<file path="src/rtl/mvbs_pkg.sv">
// shared types and constants for the majority vote bit slicer
package mvbs_pkg;

  localparam int unsigned WORD_BITS = 16;
  localparam int unsigned BITS_W    = $clog2(WORD_BITS + 1);
  localparam int unsigned TICK_W    = 10;
  localparam int unsigned SAMPLE_W  = 16;
  localparam int unsigned THR_W     = 15;
  localparam int unsigned CFG_IDX_W = 2;
  localparam int unsigned CFG_DATA_W = 16;

  localparam logic [THR_W-1:0]     THRESHOLD_RST = THR_W'(1638);
  localparam logic [TICK_W-1:0]    SPB_RST       = TICK_W'(32);
  localparam logic [WORD_BITS-1:0] OWN_CODE_RST  = '0;

  localparam logic [WORD_BITS-1:0] ALERT_A = 16'hAAAA;
  localparam logic [WORD_BITS-1:0] ALERT_B = 16'h5555;
  localparam logic [WORD_BITS-1:0] TEST_A  = 16'hFF00;
  localparam logic [WORD_BITS-1:0] TEST_B  = 16'h00FF;

  typedef enum logic [CFG_IDX_W-1:0] {
    REG_THRESHOLD = 2'd0,
    REG_SPB       = 2'd1,
    REG_OWN_CODE  = 2'd2
  } mvbs_reg_e;

  typedef struct packed {
    logic personal;
    logic alert;
    logic test;
  } mvbs_match_t;

  typedef struct packed {
    logic                 frame_done;
    logic [WORD_BITS-1:0] received_word;
    logic                 personal_hit;
    logic                 alert_hit;
    logic                 test_hit;
    logic                 detecting;
  } mvbs_result_t;

endpackage

</file>
<file path="src/rtl/mvbs_if.sv">
// valid/ready channel interfaces for samples, results and configuration writes
interface mvbs_sample_if;
  logic        valid;
  logic        ready;
  logic [15:0] sample_in;

  modport source (output valid, output sample_in, input ready);
  modport sink   (input valid, input sample_in, output ready);
endinterface

interface mvbs_result_if;
  logic        valid;
  logic        ready;
  logic        frame_done;
  logic [15:0] received_word;
  logic        personal_hit;
  logic        alert_hit;
  logic        test_hit;
  logic        detecting;

  modport source (output valid, output frame_done, output received_word,
                  output personal_hit, output alert_hit, output test_hit,
                  output detecting, input ready);
  modport sink   (input valid, input frame_done, input received_word,
                  input personal_hit, input alert_hit, input test_hit,
                  input detecting, output ready);
endinterface

interface mvbs_cfg_if;
  logic        valid;
  logic        ready;
  logic [1:0]  index;
  logic [15:0] data;

  modport source (output valid, output index, output data, input ready);
  modport sink   (input valid, input index, input data, output ready);
endinterface

</file>
<file path="src/rtl/mvbs_matcher.sv">
// word matcher: personal, alert and test code compares
module mvbs_matcher
  import mvbs_pkg::*;
(
  input  logic [WORD_BITS-1:0] word_i,
  input  logic [WORD_BITS-1:0] own_code_i,
  output mvbs_match_t          match_o
);

  always_comb begin
    match_o.personal = (word_i == own_code_i);
    match_o.alert    = (word_i == ALERT_A) || (word_i == ALERT_B);
    match_o.test     = (word_i == TEST_A) || (word_i == TEST_B);
  end

endmodule

</file>
<file path="src/rtl/majority_vote_bit_slicer_word_matcher.sv">
// top level: majority vote bit slicer with 16-bit word matcher
// a sample is held in the sample register, then its result in the result register
// throughput: one sample per cycle while results are accepted; a waiting result
// holds the sample register, which then blocks the next sample
// reset: reception idle, counters and word cleared, registers at defaults
module majority_vote_bit_slicer_word_matcher
  import mvbs_pkg::*;
#(
  parameter int unsigned COUNT_WIDTH = 10
) (
  input  logic         clk_i,
  input  logic         rst_ni,
  mvbs_sample_if.sink  sample_i,
  mvbs_result_if.source result_o,
  mvbs_cfg_if.sink     cfg_i
);

  localparam int unsigned CmpW = (COUNT_WIDTH > TICK_W) ? COUNT_WIDTH : TICK_W;

  logic [THR_W-1:0]     threshold_q;
  logic [TICK_W-1:0]    spb_q;
  logic [WORD_BITS-1:0] own_code_q;

  logic                 s1_valid_q;
  logic [SAMPLE_W-1:0]  sample_q;
  logic                 out_valid_q;
  mvbs_result_t         res_q, res_d;

  logic                   active_q, active_d;
  logic [TICK_W-1:0]      tick_q, tick_d;
  logic [COUNT_WIDTH-1:0] high_q, high_d, low_q, low_d, band_q, band_d;
  logic [BITS_W-1:0]      bits_q, bits_d;
  logic [WORD_BITS-1:0]   word_q, word_d;

  logic                   advance;
  logic                   is_high, is_low;
  logic signed [SAMPLE_W:0] s_ext, thr_ext;
  logic [CmpW-1:0]        high_c, low_c, band_c, half_c;
  logic                   done;
  logic [WORD_BITS-1:0]   done_word;
  mvbs_match_t            match;

  // configuration writes
  assign cfg_i.ready = 1'b1;

  always_ff @(posedge clk_i or negedge rst_ni) begin
    if (!rst_ni) begin
      threshold_q <= THRESHOLD_RST;
      spb_q       <= SPB_RST;
      own_code_q  <= OWN_CODE_RST;
    end else if (cfg_i.valid) begin
      case (cfg_i.index)
        REG_THRESHOLD: threshold_q <= cfg_i.data[THR_W-1:0];
        REG_SPB:       spb_q       <= cfg_i.data[TICK_W-1:0];
        REG_OWN_CODE:  own_code_q  <= cfg_i.data[WORD_BITS-1:0];
        default: ;
      endcase
    end
  end

  // handshake
  assign advance        = s1_valid_q && (!out_valid_q || result_o.ready);
  assign sample_i.ready = !s1_valid_q || advance;

  always_ff @(posedge clk_i or negedge rst_ni) begin
    if (!rst_ni) begin
      s1_valid_q  <= 1'b0;
      out_valid_q <= 1'b0;
    end else begin
      if (sample_i.ready) begin
        s1_valid_q <= sample_i.valid;
      end
      if (advance) begin
        out_valid_q <= 1'b1;
      end else if (result_o.ready) begin
        out_valid_q <= 1'b0;
      end
    end
  end

  always_ff @(posedge clk_i) begin
    if (sample_i.valid && sample_i.ready) begin
      sample_q <= sample_i.sample_in;
    end
    if (advance) begin
      res_q <= res_d;
    end
  end

  // slicer state
  always_ff @(posedge clk_i or negedge rst_ni) begin
    if (!rst_ni) begin
      active_q <= 1'b0;
      tick_q   <= '0;
      high_q   <= '0;
      low_q    <= '0;
      band_q   <= '0;
      bits_q   <= '0;
      word_q   <= '0;
    end else if (advance) begin
      active_q <= active_d;
      tick_q   <= tick_d;
      high_q   <= high_d;
      low_q    <= low_d;
      band_q   <= band_d;
      bits_q   <= bits_d;
      word_q   <= word_d;
    end
  end

  // sample classification
  always_comb begin
    s_ext   = {sample_q[SAMPLE_W-1], sample_q};
    thr_ext = {2'b00, threshold_q};
    is_high = (s_ext >= thr_ext);
    is_low  = (s_ext <= -thr_ext);
  end

  always_comb begin
    high_c = CmpW'(high_q);
    low_c  = CmpW'(low_q);
    band_c = CmpW'(band_q);
    half_c = CmpW'(spb_q[TICK_W-1:1]);
  end

  // next state and result
  always_comb begin
    active_d  = active_q;
    tick_d    = tick_q;
    high_d    = high_q;
    low_d     = low_q;
    band_d    = band_q;
    bits_d    = bits_q;
    word_d    = word_q;
    done      = 1'b0;
    done_word = '0;

    if (!active_q) begin
      if (is_high || is_low) begin
        tick_d   = '0;
        active_d = 1'b1;
      end
    end else begin
      if (tick_q < spb_q) begin
        if (is_high && (high_q != '1)) begin
          high_d = high_q + 1'b1;
        end
        if (is_low && (low_q != '1)) begin
          low_d = low_q + 1'b1;
        end
        if (!is_high && !is_low && (band_q != '1)) begin
          band_d = band_q + 1'b1;
        end
      end
      if (tick_q == spb_q) begin
        if (high_c > low_c && high_c > band_c && high_c > half_c) begin
          word_d = {word_q[WORD_BITS-2:0], 1'b1};
          bits_d = bits_q + 1'b1;
        end else if (low_c > high_c && low_c > band_c && low_c > half_c) begin
          word_d = {word_q[WORD_BITS-2:0], 1'b0};
          bits_d = bits_q + 1'b1;
        end else if (band_c > low_c && band_c > high_c) begin
          active_d = 1'b0;
          word_d   = '0;
          bits_d   = '0;
        end
        high_d = '0;
        low_d  = '0;
        band_d = '0;
        tick_d = '0;
      end
    end
    tick_d = tick_d + 1'b1;

    if (bits_d == BITS_W'(WORD_BITS)) begin
      done      = 1'b1;
      done_word = word_d;
      active_d  = 1'b0;
      word_d    = '0;
      bits_d    = '0;
    end
  end

  mvbs_matcher u_matcher (
    .word_i     (done_word),
    .own_code_i (own_code_q),
    .match_o    (match)
  );

  always_comb begin
    res_d.frame_done    = done;
    res_d.received_word = done_word;
    res_d.personal_hit  = done && match.personal;
    res_d.alert_hit     = done && match.alert;
    res_d.test_hit      = done && match.test;
    res_d.detecting     = active_d;
  end

  assign result_o.valid         = out_valid_q;
  assign result_o.frame_done    = res_q.frame_done;
  assign result_o.received_word = res_q.received_word;
  assign result_o.personal_hit  = res_q.personal_hit;
  assign result_o.alert_hit     = res_q.alert_hit;
  assign result_o.test_hit      = res_q.test_hit;
  assign result_o.detecting     = res_q.detecting;

  // checks
  a_idle_counts_clear: assert property (@(posedge clk_i) disable iff (!rst_ni)
    !active_q |-> (high_q == '0 && low_q == '0 && band_q == '0 && bits_q == '0))
    else $error("counters not clear while idle");

  a_bits_below_word: assert property (@(posedge clk_i) disable iff (!rst_ni)
    bits_q < BITS_W'(WORD_BITS))
    else $error("bit count reached word length in state");

  a_done_ends_rx: assert property (@(posedge clk_i) disable iff (!rst_ni)
    out_valid_q && res_q.frame_done |-> !res_q.detecting)
    else $error("frame completed but reception still marked active");

  a_word_zero_idle: assert property (@(posedge clk_i) disable iff (!rst_ni)
    out_valid_q && !res_q.frame_done |->
      (res_q.received_word == '0 && !res_q.personal_hit &&
       !res_q.alert_hit && !res_q.test_hit))
    else $error("result word or flags set without a completed frame");

  a_advance_updates: assert property (@(posedge clk_i) disable iff (!rst_ni)
    advance |=> out_valid_q)
    else $error("advanced sample produced no result");

endmodule

</file>
<file path="src/flat_wrapper.sv">
// flat-port wrapper written by rule: the top's interface ports become plain ports
module majority_vote_bit_slicer_word_matcher_flat import mvbs_pkg::*;
#(
  parameter int unsigned COUNT_WIDTH = 10
)
  (clk_i, rst_ni, sample_i_valid, sample_i_sample_in, sample_i_ready, result_o_valid, result_o_frame_done, result_o_received_word, result_o_personal_hit, result_o_alert_hit, result_o_test_hit, result_o_detecting, result_o_ready, cfg_i_valid, cfg_i_index, cfg_i_data, cfg_i_ready);
  mvbs_sample_if sample_i_i ();
  mvbs_result_if result_o_i ();
  mvbs_cfg_if cfg_i_i ();
  input  logic clk_i;
  input  logic rst_ni;
  input wire logic [$bits(sample_i_i.valid)-1:0] sample_i_valid;
  input wire logic [$bits(sample_i_i.sample_in)-1:0] sample_i_sample_in;
  output wire logic [$bits(sample_i_i.ready)-1:0] sample_i_ready;
  output wire logic [$bits(result_o_i.valid)-1:0] result_o_valid;
  output wire logic [$bits(result_o_i.frame_done)-1:0] result_o_frame_done;
  output wire logic [$bits(result_o_i.received_word)-1:0] result_o_received_word;
  output wire logic [$bits(result_o_i.personal_hit)-1:0] result_o_personal_hit;
  output wire logic [$bits(result_o_i.alert_hit)-1:0] result_o_alert_hit;
  output wire logic [$bits(result_o_i.test_hit)-1:0] result_o_test_hit;
  output wire logic [$bits(result_o_i.detecting)-1:0] result_o_detecting;
  input wire logic [$bits(result_o_i.ready)-1:0] result_o_ready;
  input wire logic [$bits(cfg_i_i.valid)-1:0] cfg_i_valid;
  input wire logic [$bits(cfg_i_i.index)-1:0] cfg_i_index;
  input wire logic [$bits(cfg_i_i.data)-1:0] cfg_i_data;
  output wire logic [$bits(cfg_i_i.ready)-1:0] cfg_i_ready;
  assign sample_i_i.valid = sample_i_valid;
  assign sample_i_i.sample_in = sample_i_sample_in;
  assign sample_i_ready = sample_i_i.ready;
  assign result_o_valid = result_o_i.valid;
  assign result_o_frame_done = result_o_i.frame_done;
  assign result_o_received_word = result_o_i.received_word;
  assign result_o_personal_hit = result_o_i.personal_hit;
  assign result_o_alert_hit = result_o_i.alert_hit;
  assign result_o_test_hit = result_o_i.test_hit;
  assign result_o_detecting = result_o_i.detecting;
  assign result_o_i.ready = result_o_ready;
  assign cfg_i_i.valid = cfg_i_valid;
  assign cfg_i_i.index = cfg_i_index;
  assign cfg_i_i.data = cfg_i_data;
  assign cfg_i_ready = cfg_i_i.ready;
  majority_vote_bit_slicer_word_matcher #(.COUNT_WIDTH(COUNT_WIDTH)) u_core (.clk_i(clk_i), .rst_ni(rst_ni), .sample_i(sample_i_i), .result_o(result_o_i), .cfg_i(cfg_i_i));
endmodule
</file>
<file path="config.mk">
export PLATFORM = sky130hd
export DESIGN_NAME = majority_vote_bit_slicer_word_matcher_flat
export DESIGN_NICKNAME = d
export VERILOG_FILES = /design/src/rtl/mvbs_pkg.sv /design/src/rtl/mvbs_if.sv /design/src/rtl/mvbs_matcher.sv /design/src/rtl/majority_vote_bit_slicer_word_matcher.sv /design/src/flat_wrapper.sv
export SDC_FILE = /design/constraint.sdc
export NUM_CORES = 1
export LEC_CHECK = 0
export ABC_AREA = 1
export BUFFER_PORTS_ARGS = -buffer_cell sky130_fd_sc_hd__buf_2
export CORE_UTILIZATION = 45
export CTS_BUF_LIST = sky130_fd_sc_hd__clkbuf_2
export CTS_CLUSTER_SIZE = 25
export DETAILED_ROUTE_END_ITERATION = 6
export GPL_TIMING_DRIVEN = 0
export HOLD_SLACK_MARGIN = 0.1
export PLACE_DENSITY = 0.75
export REMOVE_ABC_BUFFERS = 1
export SLEW_MARGIN = 20
export SYNTH_ARGS = -nofsm -noshare
export SYNTH_HDL_FRONTEND = slang
export SYNTH_SLANG_ARGS = --single-unit
</file>
<file path="constraint.sdc">
create_clock -name clk_i -period 4.1 [get_ports clk_i]
set_input_delay 1.23 -clock clk_i [delete_from_list [all_inputs] [get_ports clk_i]]
set_output_delay 1.23 -clock clk_i [all_outputs]
set_load 0.005 [all_outputs]
</file>
# After elaboration in Yosys (flattened, before gate mapping)
# Cells that the tools add are included.
[word_totals]
input_bits = 39
regBits = 142
elab_cells = 118
[classes]
n_eq_ne = 12
order_cmp = 11
reduce_logical = 35
addsub = 6
mux = 35
[op_table]
columns = ["cell", "n"]
rows = [
  ["$mux W10", 12],
  ["$mux W16", 7],
  ["$gt A10 B10 Y1", 6],
  ["$add A10 B1 Y10 const B", 4],
  ["$eq A16 B16 Y1 const B", 2],
  ["$mux W5", 6],
  ["$ne A10 B10 Y1 const B", 3],
  ["$gt A10 B9 Y1", 2],
  ["$le A16 B17 Y1", 1],
  ["$neg A15 Y17", 1],
  ["$eq A16 B15 Y1 const B", 1],
  ["$eq A16 B16 Y1", 1],
  ["$eq A16 B8 Y1 const B", 1],
  ["$ge A16 B16 Y1", 1],
  ["$logic_and A1 B1 Y1", 14],
  ["$reduce_and A4 Y1", 3],
  ["$eq A10 B10 Y1", 1],
  ["$lt A10 B10 Y1", 1],
  ["$mux W1", 10],
  ["$reduce_bool A2 Y1", 5],
  ["$reduce_and A2 Y1", 3],
  ["$add A5 B1 Y5 const B", 1],
  ["$eq A5 B5 Y1 const B", 1],
  ["$logic_or A1 B1 Y1", 5],
  ["4 further kinds", 7],
]

# Depth between registers and ports, before layout
# Gate-level depths: netlist of run 1.
[depth]
depth_word = 12
ltp_mapped = 29

# By module
# Synthesis of run 1 repeated with hierarchy kept, for this count alone.
[unflattened]
cells_unflattened = 1168
hier_area_um2 = 9283.9
[modules_own_cells]
columns = ["mod", "area_per_inst_um2", "cells_per_inst", "seq_area_each_um2", "n_inst"]
rows = [
  ["majority_vote_bit_slicer_word_matcher", 8892.3, 1087, 3747.3, 1],
  ["mvbs_matcher", 391.6, 81, 0.0, 1],
]

# Worst setup path before layout of run 1
# Ideal clock, no wire load.
[synth_timing]
path_type = "register to register"
from = "reg u_core.threshold_q[0]"
to = "reg u_core.tick_q[6]"
required_time_ns = 3.984
t_arrival_ns = 3.733
synth_period_minus_slack_ns = 3.849
stages_incl_launch_ff = 29
path_slack_ns = 0.251
path_cell_list = "dfrtp_1 > inv_1 > ha_1 > nand3_1 > nor3_1 > nand2_1 > nor2_1 > nand3_1 > nor3_1 > nand3_1 > xor2_1 > ha_1 > a21oi_1 > o21ai_0 > nor2_1 > nand3_1 > nand2_1 > o21ai_0 > nor2_1 > nor2_1 > nor3_1 > ha_1 > inv_1 > nor2_1 > nand2_1 > nor2_1 > nor2_1 > nand2_1 > nand2_1"
[synth_via]
elab_chain_len = 6
word_cells_on_any_way = 7
[synth_rtl]
columns = ["item", "line_no", "text"]
rows = [
  ["start: declaration", "majority_vote_bit_slicer_word_matcher.sv:20", "logic [THR_W-1:0] threshold_q;"],
  ["start signal: assignment", "majority_vote_bit_slicer_word_matcher.sv:53", "REG_THRESHOLD: threshold_q <= cfg_i.data[THR_W-1:0];"],
  ["$neg A15 Y17", "majority_vote_bit_slicer_word_matcher.sv:116", "is_low = (s_ext <= -thr_ext);"],
  ["$le A16 B17 Y1", "majority_vote_bit_slicer_word_matcher.sv:116", ""],
  ["$logic_or A1 B1 Y1 *", "majority_vote_bit_slicer_word_matcher.sv:139", "if (is_high || is_low) begin"],
  ["$mux W10 *", "majority_vote_bit_slicer_word_matcher.sv:139", ""],
  ["$mux W10 *", "majority_vote_bit_slicer_word_matcher.sv:138", "if (!active_q) begin"],
  ["$add A10 B1 Y10 *", "majority_vote_bit_slicer_word_matcher.sv:173", "tick_d = tick_d + 1'b1;"],
  ["end signal: assignment", "majority_vote_bit_slicer_word_matcher.sv:102", "tick_q <= tick_d;"],
  ["end: declaration", "majority_vote_bit_slicer_word_matcher.sv:30", "logic [TICK_W-1:0] tick_q, tick_d;"],
]
# Mark *: on every way between the ends. The rest lies on a longest branch, timed or not.
# A chain may end at the register's enable or synchronous reset.

# Final worst setup path of run 1
[layout_timing]
from = "reg u_core.threshold_q[1]"
to = "reg u_core.tick_q[6]"
# The elaborated chain is that of the path after synthesis.

==> qor.yml, run 1 <==
power.leakage_nw: 5.371
grt_max_degree: 60
numCtsBuffers: 17
synth_edf_count: 37
critical-path-max-stage-delay_ns: 0.43
wl_mm: 22.92
first_pass_iters: 7
synth.largest_area_cell: "dfrtp_1"
grt_pass1_vias: 7774
dr_wl_met2_mm: 10.86
fp-row-count: 52
antenna_found_initial: 1
place.gp.congestion: 0.8874
dpl_cell_area_um2: 9962
finClkSkew_ns: 0.05114
fin_crit_sh_pct: 99.62
dr_wl_met3_mm: 1.352
path_clk_slew_ns: 0.26
met1_length_mm: 10.16
crit_fanout: 3
maxCapViolCount: 0
syn_area_um2: 9385
power_density_nw_per_um2: 493.4
stdcell_area_um2: 10680
nets: 1413
ant_nets: 0
nFillCells: 1847
required_ns: 4.79
ys_top_cells_by_count: "nand2_1 (265), inv_1 (197), dfrtp_1 (98), ha_1 (95), o21ai_0 (92)"
drive_gt1_share_pct: 17.18
grt_first_pass_wirelength_mm: 37.17
crit_type: "reg2reg"
die_y_um: 146.4
hold_buffers: 0
fp.coreArea_um2: 20360
vias_per_cell: 5.276
globalRouteOverflowTotal: 0
synthArstFlopShare_pct: 73.94
synth_top_cells_by_area: "dfrtp_1 (26%), ha_1 (13%), edfxtp_1 (12%), nand2_1 (11%), inv_1 (7.9%)"
status: "finished clean"
synth.distinct_cells: 45
htree_levels: 4
yosys_warnings: 0
num_vias: 8246
slew_violations: 0
min_path_type: "in2async"
cpMaxStageDelayCell: "dfstp_2"
cts.sinks: 142
end_kind: "register"
setup_viol_count_final: 0
syn_inst: 1193
synth-seq-area-share_pct: 39.93
finalHoldViolCount: 0
critPathLaunchType: "register"
drt_iter0_markers: 555
root_buffer: "clkbuf_2"
synthMostInstantiatedCell: "nand2_1"
die_width_um: 146.4
min_period_ns: 4.085
ioPinCount: 63
place_hpwl_mm: 16.67
cts_buffer_depth: 2
area_growth_pct: 13.76
avgSynthCellArea_um2: 7.867
synth_top_area_share_pct: 26.13
maxSlewHeadroom_pct: 38.23
ys_ff_latch: 142
vdd_drop_max_mv: 0.1795
critPathArrivalTime_ns: 4.78
worstSkewPairLatency_ns: 0.81
io_buffers: 61
top_layer_used: "met4"
worst_slew_pin_slew_ns: 0.9243
rsz0062_at_grt: "yes"
max_freq_ghz: 0.2448
tritoncts: "yes"
power_mw: 5.267
initial_utilization_pct: 46.09
wire_per_inst_um: 14.67
synth_top_flop_cell: "dfrtp_1"
grtUsageTotal_pct: 21.84
drcViolationCount: 0
hold_ws_ns: 0.3061
die_area_um2: 21440
-- metrics by stage --
stage	setup TNS [ns]	setup slack [ns]	std cells	utilization [%]
after global routing	-1.543	-0.3168	1563	52.43
after detailed placement	-26.71	-1.138	1500	48.92
final	0	0.01542	1563	52.43
after floorplan	0	0.02079	1167	-
after CTS	-0.07255	-0.07255	1543	50.87
after global placement	-33.88	-1.133	1498	48.62
-- where the power goes --
part	internal, mW	leakage, nW	switching, mW
registers	1.77	1.67	0.298
logic	0.870	3.55	1.48
clock network	0.244	0.150	0.605
-- metal layers --
| layer | up-vias | GRT usage [%] |
|---|---|---|
| met4 | 0 | 8.333 |
| li1 | 4097 | - |
| met1 | 3855 | 28.63 |
| met3 | 49 | 3.625 |
| met5 | - | 0 |
| met2 | 245 | 36.14 |
-- state kept, by name, indices dropped and copies added, names as in the netlist, 15 cells and up --
name,flops
u_core.own_code_q,16
u_core.threshold_q,15
u_core.word_q,16
u_core.result_o.received_word,16
u_core.sample_q,16
-- worst max-delay path: cells and delay by family (launching register included) --
kind	cells	cell delay, ns
flops	1	0.43
fa+ha+maj	3	0.70
xor+xnor	1	0.16
simple gates	19	2.24
buf+inv	2	0.13
compound gates	3	0.30
-- kinds of logic (layout without fill, tap and decap cells) --
group	count (synthesis)	in the layout	share of synthesized area, %
xor gates and xnor gates	22	22	2.053
and+or+nand+nor	521	522	25.04
DFF	142	142	39.93
other	1	2	0.03996
AOI/OAI and AO/OA	180	181	10.68
buffers and inverters	232	329	9.599
adders and majority gates	95	95	12.66
-- layout by cell type, fill, tap and decap left out, types with 12 or more instances in the layout --
master and n:
a21oi_1 46, nand4_1 25, dfrtp_1 98, edfxtp_1 37, nor3_1 27, nor2_2 15
o22ai_1 21, buf_4 28, nand2_1 256, ha_1 93, inv_2 14, nor2_1 64
o21ai_0 85, clkbuf_2 17, xor2_1 20, inv_1 192, nand2_2 12, buf_2 60
nand3_1 79
-- final timing paths --
path,endpoint,start,slack (ns),cells after the start
worst min register to register,u_core.spb_q[4],u_core.spb_q[4],0.52,2
worst max-delay path,u_core.tick_q[6],u_core.threshold_q[1],0.02,28
worst max register to register,u_core.tick_q[6],u_core.threshold_q[1],0.02,28
max in group asynchronous,u_core.threshold_q[1],rst_ni,3.06,2
worst min-delay path,u_core.high_c[2],rst_ni,0.31,1
min in group clk_i,u_core.spb_q[4],u_core.spb_q[4],0.52,2
-- layout make-up --
| cell class | count | area (um^2) | area share, % |
|---|---|---|---|
| flip-flops and latches | 142 | 3747 | 35.10 |
| clock inverters | 15 | 150.1 | 1.406 |
| well taps | 270 | 337.8 | 3.164 |
| diodes | 1 | 2.502 | 0.02344 |
| inverters | 206 | 773.2 | 7.242 |
| clock buffers | 17 | 85.08 | 0.7969 |
| multi-input cells | 821 | 5004 | 46.87 |
| repair buffers | 91 | 576.8 | 5.403 |
-- what timing repair did --
item | CTS | global route
resized for setup | 22 | 46
setup endpoints to repair | 51 | 50
gates cloned | 1 | 1
buffers inserted | 10 | 18
pin swaps | 6 | 26
Note: power is estimated with default switching activity, not from simulation.
==> inputs of run 2 (changes only) <==
CELL_PAD_IN_SITES_DETAIL_PLACEMENT = 0   (was default)
CELL_PAD_IN_SITES_GLOBAL_PLACEMENT = 2   (was default)
CORE_UTILIZATION = 34   (was 45)
MAX_ROUTING_LAYER = met4   (was default)
PLACE_DENSITY = 0.88   (was 0.75)
==> run 2 against run 1 <==
  * Clock power grew 4.8%
  * Non-clock buffer count shrank 6
  * Sequential share of layout area shrank 0.086 points
  * Die area grew 32%
  * Wire length grew 6.5%
  * Sequential power is essentially flat
  * First-iteration DRC count shrank 22%
  * Via count shrank 3.8%
  * Critical path type unchanged
  * Worst setup slack gained 0.20 ns
  * Combinational power is essentially flat
  * Register-to-register slack gained 0.20 ns
==> qor.yml, run 2 (same netlist as run 1, synthesis figures left out) <==
grt_first_pass_wirelength_mm: 39.96  # +7.5%
clkPwrFrac_pct: 16.8  # +0.7 points
finClkSkew_ns: 0.03417  # -0.01696 ns
crit_type: "reg2reg"
path_delay_family: "simple AND/OR/NAND/NOR gates"
crit_fanout: 5  # +2
root_buffer: "clkbuf_2"
min_period_ns: 3.884  # -0.2007 ns
setup_viol_count_final: 0  # unchanged
end_kind: "register"
finalHoldViolCount: 0  # unchanged
place_inst: 1571  # +4.7%
nFillCells: 2850  # +54%
required_ns: 4.81  # +0.02 ns
maxCapViolCount: 0  # unchanged
slew_violations: 0  # unchanged
maxSlewHeadroom_pct: 34.43  # -3.8 points
fin_crit_sh_pct: 94.73  # -4.9 points
cts.sinks: 142  # unchanged
die_area_um2: 28270  # +32%
first_pass_iters: 5  # -2
use_met3_pct: 3.103  # -0.52 points
area_growth_pct: 14.04
path_clk_slew_ns: 0.28  # +0.02 ns
wire_per_inst_um: 15.00  # +2.3%
vias_per_cell: 4.875  # -7.6%
grt_max_degree: 63  # +5.0%
numCtsBuffers: 17  # unchanged
ioPinCount: 63  # unchanged
power.leakage_nw: 5.319  # -0.96%
layout_setup_ws_ns: 0.2161  # +0.2007 ns
critPathArrivalTime_ns: 4.60  # -0.18 ns
grt_use_met1_pct: 25.91  # -2.7 points
fp.coreArea_um2: 27030  # +33%
worst-path-buf-inv: 2  # unchanged
switching_share_pct: 46.59  # +1.4 points
post-place-ws_ns: -1.178  # -0.04043 ns
p_int_mw: 2.820  # -2.4%
layout_commonest_cell: "nand2_1"
fp-row-count: 60  # +15%
die_width_um: 168.1  # +15%
tritoncts: "yes"
met2_usage_pct: 28.57  # -7.6 points
p_switching_mw: 2.460  # +3.4%
fin_cells: 1627  # +4.1%
cpMaxStageDelayCell: "dfrtp_1"
min_path_type: "in2async"
grt_busiest_layer: "met2"
power_density_nw_per_um2: 493.4  # about the same
power_frac_comb_pct: 44.0  # -0.5 points
critPathLaunchType: "register"
die_y_um: 168.1  # +15%
vdd_drop_max_mv: 0.1612  # -10%
max_freq_ghz: 0.2575  # +5.2%
drt_iter0_markers: 432  # -22%
status: "finished clean"
place.gp.congestion: 0.8860  # -0.16%
htree_levels: 4  # unchanged
most-common-layout-cells: "nand2_1 (258), inv_1 (193), dfrtp_1 (98), ha_1 (93), o21ai_0 (86)"
worst_slew_pin_slew_ns: 0.9812  # +0.05686 ns
grt_pass1_vias: 7543  # -3.0%
antenna_found_initial: 1  # unchanged
worstSkewPairLatency_ns: 0.81  # about the same
place_hpwl_mm: 18.41  # +10%
wl_mm: 24.41  # +6.5%
num_vias: 7931  # -3.8%
globalRouteOverflowTotal: 0  # unchanged
seqPwrFrac_pct: 39.2  # about the same
cts_buffer_depth: 2  # unchanged
ant_nets: 0  # unchanged
drive_gt1_share_pct: 16.65  # -0.53 points
grtUsageTotal_pct: 18.80  # -3.0 points
hold_buffers: 0  # unchanged
io_buffers: 61  # unchanged
nets: 1406  # -0.50%
initial_utilization_pct: 34.73  # -11 points
rsz0062_at_grt: "yes"
drcViolationCount: 0  # unchanged
critical-path-max-stage-delay_ns: 0.48  # +0.05 ns
==> run 2: cell types whose count changed in the layout (fill, tap and decap cells not counted), moves of 3 or more <==
cell,delta
buf_4,-8
clkinv_4,-4
clkinv_8,+3
nand2_4,-3
nor3_2,+3
o21ai_1,-3
==> run 2: power groups by stage <==
| stage | registers, mW | clock network, mW | logic (mW) |
|---|---|---|---|
| 6_report | 2.07 | 0.889 | 2.32 |
| 5_1_grt | 2.12 | 0.971 | 2.66 |
| 4_1_cts | 2.07 | 0.919 | 2.26 |
| 3_5_place_dp | 2.09 | 0 | 2.18 |
| 3_3_place_gp | 2.09 | 0 | 2.12 |
| 2_1_floorplan | 2.00 | 0 | 1.61 |
==> run 2: stage by stage <==
step                utilization (%)  hold slack, ns  power, mW  cell area (um^2)  TNS (ns)
floorplan                         -          0.4530      3.611              9258         0
finish                        39.60          0.3133      5.280             10700         0
CTS                           38.92          0.2824      5.251             10520         0
detailed placement            37.16          0.4737      4.273             10040    -30.56
global route                  39.60          0.2732      5.753             10700   -0.3286
global placement              36.96          0.4657      4.210              9990    -46.48
==> run 2: cell type report <==
cell class	instances	area [um^2]	share of cell area, %
Antenna cell	1	2.502	0.02338
Clock buffer	17	85.08	0.7949
Clock inverter	15	162.7	1.520
Inverter	206	773.2	7.225
Multi-Input combinational cell	820	4974	46.47
Sequential cell	142	3747	35.01
Tap cell	341	426.7	3.986
Timing Repair Buffer	85	531.8	4.968
==> run 2: what timing repair did <==
action / in CTS / in global routing
gates cloned: 1 / 0
setup endpoints to repair: 51 / 44
setup buffers: 10 / 12
pin swaps: 15 / 22
gates resized for setup: 36 / 27
==> run 2: worst reg2reg max path: cells and delay by family, from the launching register on <==
family / cells / cell delay, ns
adders and majority gates: 3 / 0.68
buffers and inverters: 2 / 0.14
xor gates and xnor gates: 1 / 0.16
and+or+nand+nor: 19 / 2.03
DFF: 1 / 0.48
AOI/OAI and AO/OA: 3 / 0.32
==> run 2: routing by layer <==
layer	wire [um]	up-vias
met4	364	0
met5	0	-
met3	886	29
met2	10750	147
li1	-	4086
met1	12400	3669
==> run 2: worst paths after layout <==
| kind | start | slack [ns] | to | cells past startpoint |
|---|---|---|---|---|
| setup / recovery | u_core.threshold_q[0] | 0.22 | u_core.tick_q[6] | 28 |
| hold / removal | rst_ni | 0.31 | u_core.low_c[3] | 1 |
| setup reg to reg | u_core.threshold_q[0] | 0.22 | u_core.tick_q[6] | 28 |
| hold reg to reg | u_core.spb_q[5] | 0.51 | u_core.spb_q[5] | 2 |
| max in group asynchronous | rst_ni | 3.07 | u_core.spb_q[5] | 2 |
| min in group clk_i | u_core.spb_q[5] | 0.51 | u_core.spb_q[5] | 2 |
